### src/hdl/brmu_pkg.sv
// Shared types and constants of the block range minimum update engine.
package brmu_pkg;

  localparam int LEN_W       = 11;
  localparam int VAL_W       = 32;
  localparam int POS_W       = 10;
  localparam int IN_TDATA_W  = 64;
  localparam int OUT_TDATA_W = 32;

  // Field offsets within in_tdata, lowest bit of each field.
  localparam int POS_LSB = 0;
  localparam int VAL_LSB = POS_LSB + POS_W;
  localparam int LO_LSB  = VAL_LSB + VAL_W;
  localparam int HI_LSB  = LO_LSB + POS_W;

  localparam logic [VAL_W-1:0] ALL_ONES  = '1;
  localparam logic [LEN_W-1:0] LEN_RESET = 11'd1024;

  typedef enum logic [1:0] {
    SCAN_UPD  = 2'd0,
    SCAN_HEAD = 2'd1,
    SCAN_BLKS = 2'd2,
    SCAN_TAIL = 2'd3
  } scan_mode_t;

  typedef enum logic {
    DIV_SRC_A = 1'b0,
    DIV_SRC_B = 1'b1
  } div_src_t;

  typedef struct packed {
    logic       clear_step;
    logic       capture;
    logic       wr_elem;
    logic       div_start;
    div_src_t   div_src;
    logic       latch_a;
    logic       latch_b;
    logic       scan_start;
    scan_mode_t scan_mode;
    logic       wr_blk;
    logic       load_out;
  } cmd_t;

  typedef struct packed {
    logic clear_last;
    logic is_query;
    logic upd_ok;
    logic quick;
    logic div_busy;
    logic scan_busy;
    logic same_blk;
    logic blk_gap;
    logic out_busy;
  } status_t;

endpackage

### src/hdl/brmu_ctrl.sv
// Controller state machine sequencing clearing, updates and queries.
module brmu_ctrl (
  input  logic              clk,
  input  logic              rst_n,
  input  logic              in_tvalid,
  output logic              in_tready,
  input  brmu_pkg::status_t status,
  output brmu_pkg::cmd_t    cmd
);

  import brmu_pkg::*;

  typedef enum logic [9:0] {
    ST_CLEAR    = 10'b00_0000_0001,
    ST_IDLE     = 10'b00_0000_0010,
    ST_CHECK    = 10'b00_0000_0100,
    ST_DIV_A    = 10'b00_0000_1000,
    ST_DIV_B    = 10'b00_0001_0000,
    ST_PLAN     = 10'b00_0010_0000,
    ST_SCAN_E1  = 10'b00_0100_0000,
    ST_SCAN_BLK = 10'b00_1000_0000,
    ST_SCAN_E2  = 10'b01_0000_0000,
    ST_FINISH   = 10'b10_0000_0000
  } state_t;

  state_t state_r, state_nxt;

  always_ff @(posedge clk) begin
    if (!rst_n) begin
      state_r <= ST_CLEAR;
    end else begin
      state_r <= state_nxt;
    end
  end

  always_comb begin
    cmd       = '0;
    state_nxt = state_r;
    unique case (state_r)
      ST_CLEAR: begin
        cmd.clear_step = 1'b1;
        if (status.clear_last) begin
          state_nxt = ST_IDLE;
        end
      end
      ST_IDLE: begin
        if (in_tvalid) begin
          cmd.capture = 1'b1;
          state_nxt   = ST_CHECK;
        end
      end
      ST_CHECK: begin
        if (!status.is_query) begin
          if (status.upd_ok) begin
            cmd.wr_elem   = 1'b1;
            cmd.div_start = 1'b1;
            cmd.div_src   = DIV_SRC_A;
            state_nxt     = ST_DIV_A;
          end else begin
            state_nxt = ST_IDLE;
          end
        end else if (status.quick) begin
          state_nxt = ST_FINISH;
        end else begin
          cmd.div_start = 1'b1;
          cmd.div_src   = DIV_SRC_A;
          state_nxt     = ST_DIV_A;
        end
      end
      ST_DIV_A: begin
        if (!status.div_busy) begin
          cmd.latch_a = 1'b1;
          if (status.is_query) begin
            cmd.div_start = 1'b1;
            cmd.div_src   = DIV_SRC_B;
            state_nxt     = ST_DIV_B;
          end else begin
            state_nxt = ST_PLAN;
          end
        end
      end
      ST_DIV_B: begin
        if (!status.div_busy) begin
          cmd.latch_b = 1'b1;
          state_nxt   = ST_PLAN;
        end
      end
      ST_PLAN: begin
        cmd.scan_start = 1'b1;
        cmd.scan_mode  = status.is_query ? SCAN_HEAD : SCAN_UPD;
        state_nxt      = ST_SCAN_E1;
      end
      ST_SCAN_E1: begin
        if (!status.scan_busy) begin
          if (!status.is_query) begin
            cmd.wr_blk = 1'b1;
            state_nxt  = ST_IDLE;
          end else if (status.same_blk) begin
            state_nxt = ST_FINISH;
          end else if (status.blk_gap) begin
            cmd.scan_start = 1'b1;
            cmd.scan_mode  = SCAN_BLKS;
            state_nxt      = ST_SCAN_BLK;
          end else begin
            cmd.scan_start = 1'b1;
            cmd.scan_mode  = SCAN_TAIL;
            state_nxt      = ST_SCAN_E2;
          end
        end
      end
      ST_SCAN_BLK: begin
        if (!status.scan_busy) begin
          cmd.scan_start = 1'b1;
          cmd.scan_mode  = SCAN_TAIL;
          state_nxt      = ST_SCAN_E2;
        end
      end
      ST_SCAN_E2: begin
        if (!status.scan_busy) begin
          state_nxt = ST_FINISH;
        end
      end
      ST_FINISH: begin
        if (!status.out_busy) begin
          cmd.load_out = 1'b1;
          state_nxt    = ST_IDLE;
        end
      end
      default: begin
        state_nxt = ST_IDLE;
      end
    endcase
  end

  assign in_tready = (state_r == ST_IDLE);

endmodule

### config.mk
export PLATFORM = sky130hd
export DESIGN_NAME = brmu_ctrl
export DESIGN_NICKNAME = d
export VERILOG_FILES = /design/src/hdl/brmu_pkg.sv /design/src/hdl/brmu_ctrl.sv
export SDC_FILE = /design/constraint.sdc
export NUM_CORES = 1
export LEC_CHECK = 0
export ABC_AREA = 1
export BUFFER_PORTS_ARGS = -buffer_cell sky130_fd_sc_hd__buf_2
export CAP_MARGIN = 20
export CORE_UTILIZATION = 45
export CTS_CLUSTER_DIAMETER = 120
export CTS_CLUSTER_SIZE = 8
export DETAILED_ROUTE_END_ITERATION = 8
export PLACE_DENSITY = 0.77
export SETUP_SLACK_MARGIN = 0.15
export SLEW_MARGIN = 5
export SYNTH_ARGS = -nofsm -noshare
export SYNTH_HDL_FRONTEND = slang
export SYNTH_SLANG_ARGS = --single-unit
export TNS_END_PERCENT = 30
### constraint.sdc
create_clock -name clk -period 1.2 [get_ports clk]
set_input_delay 0.12 -clock clk [delete_from_list [all_inputs] [get_ports clk]]
set_output_delay 0.12 -clock clk [all_outputs]
set_load 0.05 [all_outputs]
==> flow_metrics.tcl <==
set metrics [dict create \
    period_share 1.55 \
    max-cap-violations 0 \
    track_usage 0.281 \
    ir_drop_v 0.00221 \
    postRouteWirelength_um 2630 \
    p_clk_frac 0.095 \
    clockBufferDepth 2 \
    yosysTopAreaCell "dfxtp_1" \
    num_antenna_cells 0 \
    critPathLaunch "state_r[8]" \
    syn_area_um2 845 \
    placed_cell_area_um2 1290 \
    synthSimpleGateAreaFrac 0.637 \
    core_area_um2 1750 \
    synth_area_per_cell_um2 5.86 \
    synth_area_leaders "dfxtp_1 (24%), nor2_1 (16%), nand2_1 (15%)" \
    setup_viol 22 \
    route.detailed.drc 0 \
    worstSetupEndpointType "output pin" \
    synth_compound_area_frac 0.0281 \
    ff_latch_area_um2 211 \
    grt_setup_unrepaired "yes" \
    internal_power_uw 1690 \
    fmax_mhz 539 \
    synth_top_area_frac 0.237 \
    dp_hpwl_um 1920 \
    cts_root_buf "clkbuf_4" \
    critPathKind "reg2out" \
    largestRegisters "state_r: 10 flops" \
    arrival_ns 1.74 \
    cts_tree "built" \
    hold_buffers 0 \
    yosysUniqueCellTypes 21 \
    multiInputGateArea_um2 689 \
    die_area_um2 2050 \
    ys_ff_latch 10 \
    io_buffers 24 \
    regToRegSetupSlack_ns -0.55 \
    gp_congestion 0.854 \
    clk_pin_slew_worst_paths_ns 0.07 \
    grt_pass1_vias 1034 \
    largest_register "state_r" \
    stdcell_area_um2 1530 \
    slew_headroom 0.794 \
    final_hold_viol_count 0 \
    gr-total-overflow 0 \
    start_util 0.484 \
    grt_antenna_before_repair 0 \
    layout.cells.non_filler 229 \
    fp.dieH_um 45.3 \
    power_density_nw_per_um2 2140 \
    crit_required_ns 1.08 \
    post-route-util 0.878 \
    synth_edf_count 0 \
    regToRegStartpoint "state_r[8]" \
    comb_power_share 0.738 \
    fillers 91 \
    largest_reg_flops 10 \
    synth_commonest_cells "nor2_1 (37), nand2_1 (34), inv_1 (18), nand3_1 (11), dfxtp_1 (10)" \
    cts_made_buffers 3 \
    vias 1116 \
    insertion_delay_ns 0.27 \
    p_sw_uw 1590 \
    synth_cells 144 \
    drt_pass1_iterations 4 \
    worst_setup_path_start_kind "register" \
    ys.flop_type "dfxtp_1" \
    yosys_warnings 0 \
    min_period_ns 1.86 \
    slew_viol_final 0 \
    cp_max_fo 3 \
    io-pin-count 25 \
    rows 15 \
    crit_end "cmd[2]" \
    power_leakage_uw 0.000851 \
    clock-sinks 10 \
    nNetsFinal 217 \
    synth_fa_ha_area_frac 0 \
    synthMuxAreaShare 0 \
    synthXorXnorAreaFrac 0 \
    power_frac_seq 0.167 \
    dieWidth_um 45.3 \
    synth_top_family_by_area "simple AND/OR/NAND/NOR gates" \
    layout_setup_ws_ns -0.656 \
    switching_share 0.485 \
    grt_start_max_net_pins 11 \
    r2r-end "state_r[3]" \
    status "complete, but fails checks" \
    drive_gt1_frac 0.559 \
    post_drt_wl_per_cell_um 11.5 \
    grt_pass1_wl_um 4160 \
    drt_iter0_markers 31 \
    yosysSeqAreaShare 0.237 \
    fin_worst_skew_ns 0.000465 \
    async_flop_share 0 \
    ant_nets 0 \
    violations "negative setup slack" \
    synthesis.nets 156 \
    routed_via_density 4.87 \
    placed_cells 219 \
    r2r.worst_path.cells 10 \
    synth.most_common_cell "nor2_1" \
    area_delta_synth_final_pct 81.5 \
    cts-htree-levels 1 \
    worst_pin_slew_ns 0.309 \
    hold_class "in2reg" \
]
## through the flow
stage          hold slack (ns)  setup TNS (ns)  setup WS [ns]  power (µW)
6_report                 0.119          -10.21         -0.656        3280
5_1_grt                  0.119          -12.40         -0.737        3510
4_1_cts                  0.112           -9.38         -0.642        3120
3_5_place_dp             0.393           -6.61         -0.452        2510
3_3_place_gp             0.400           -5.90         -0.433        2460
2_1_floorplan            0.301           -4.15         -0.360        1830
## how the worst min path moves through the flow
stage              start          to  slack (ns)  cells past startpoint
4_1_cts            rst_n  state_r[0]        0.11                      2
5_1_grt            rst_n  state_r[0]        0.12                      2
2_1_floorplan  status[4]      cmd[6]        0.30                      1
3_5_place_dp       rst_n  state_r[0]        0.39                      2
6_report           rst_n  state_r[0]        0.12                      2
3_3_place_gp       rst_n  state_r[0]        0.40                      2
## power by group through the flow
stage          clock [µW]  sequential [µW]  combinational (µW)
6_report              312              548                2420
3_5_place_dp            0              523                1990
3_3_place_gp            0              517                1940
5_1_grt               335              553                2620
4_1_cts               312              528                2280
2_1_floorplan           0              531                1300
## metal layers
layer	wire, µm	track usage
met1	1070	0.294
met2	1430	0.542
met3	98	0.0480
met4	33	0.115
met5	0	0
## worst max-delay path, cell delays in order (launching register included)
cell,delay (ns)
dfxtp_2,0.33
nor2_2,0.14
nand2_2,0.09
nor2_4,0.11
nand3_2,0.09
nand2_2,0.08
inv_2,0.03
or2_4,0.25
inv_8,0.06
nand2_4,0.04
o21ai_4,0.05
buf_6,0.17
## area by class of cell
class,instances,share of cell area
flip-flops and latches,10,0.138
repair buffers,57,0.310
inverters,20,0.0580
clock buffers,4,0.0237
well taps,25,0.0204
multi-input cells,113,0.450
## cell families after synthesis
group / Yosys count
and+or+nand+nor: 109
buffers and inverters: 21
DFF: 10
AOI/OAI and AO/OA: 4
## layout by cell type (no fill, tap or decap), drive strengths merged
master,n
buf,57
clkbuf,4
clkinvlp,1
dfxtp,10
inv,19
nand2,45
nand3,13
nand3b,2
nor2,45
nor2b,1
nor3,1
nor4,1
o21ai,4
or2,1
## repair_timing
action	in CTS	in global routing
gates resized for setup	41	11
pin swaps	8	7
buffers inserted	4	2
endpoints found under the setup margin	23	23
gates cloned	0	0
Note: power is estimated with default switching activity, not from simulation.
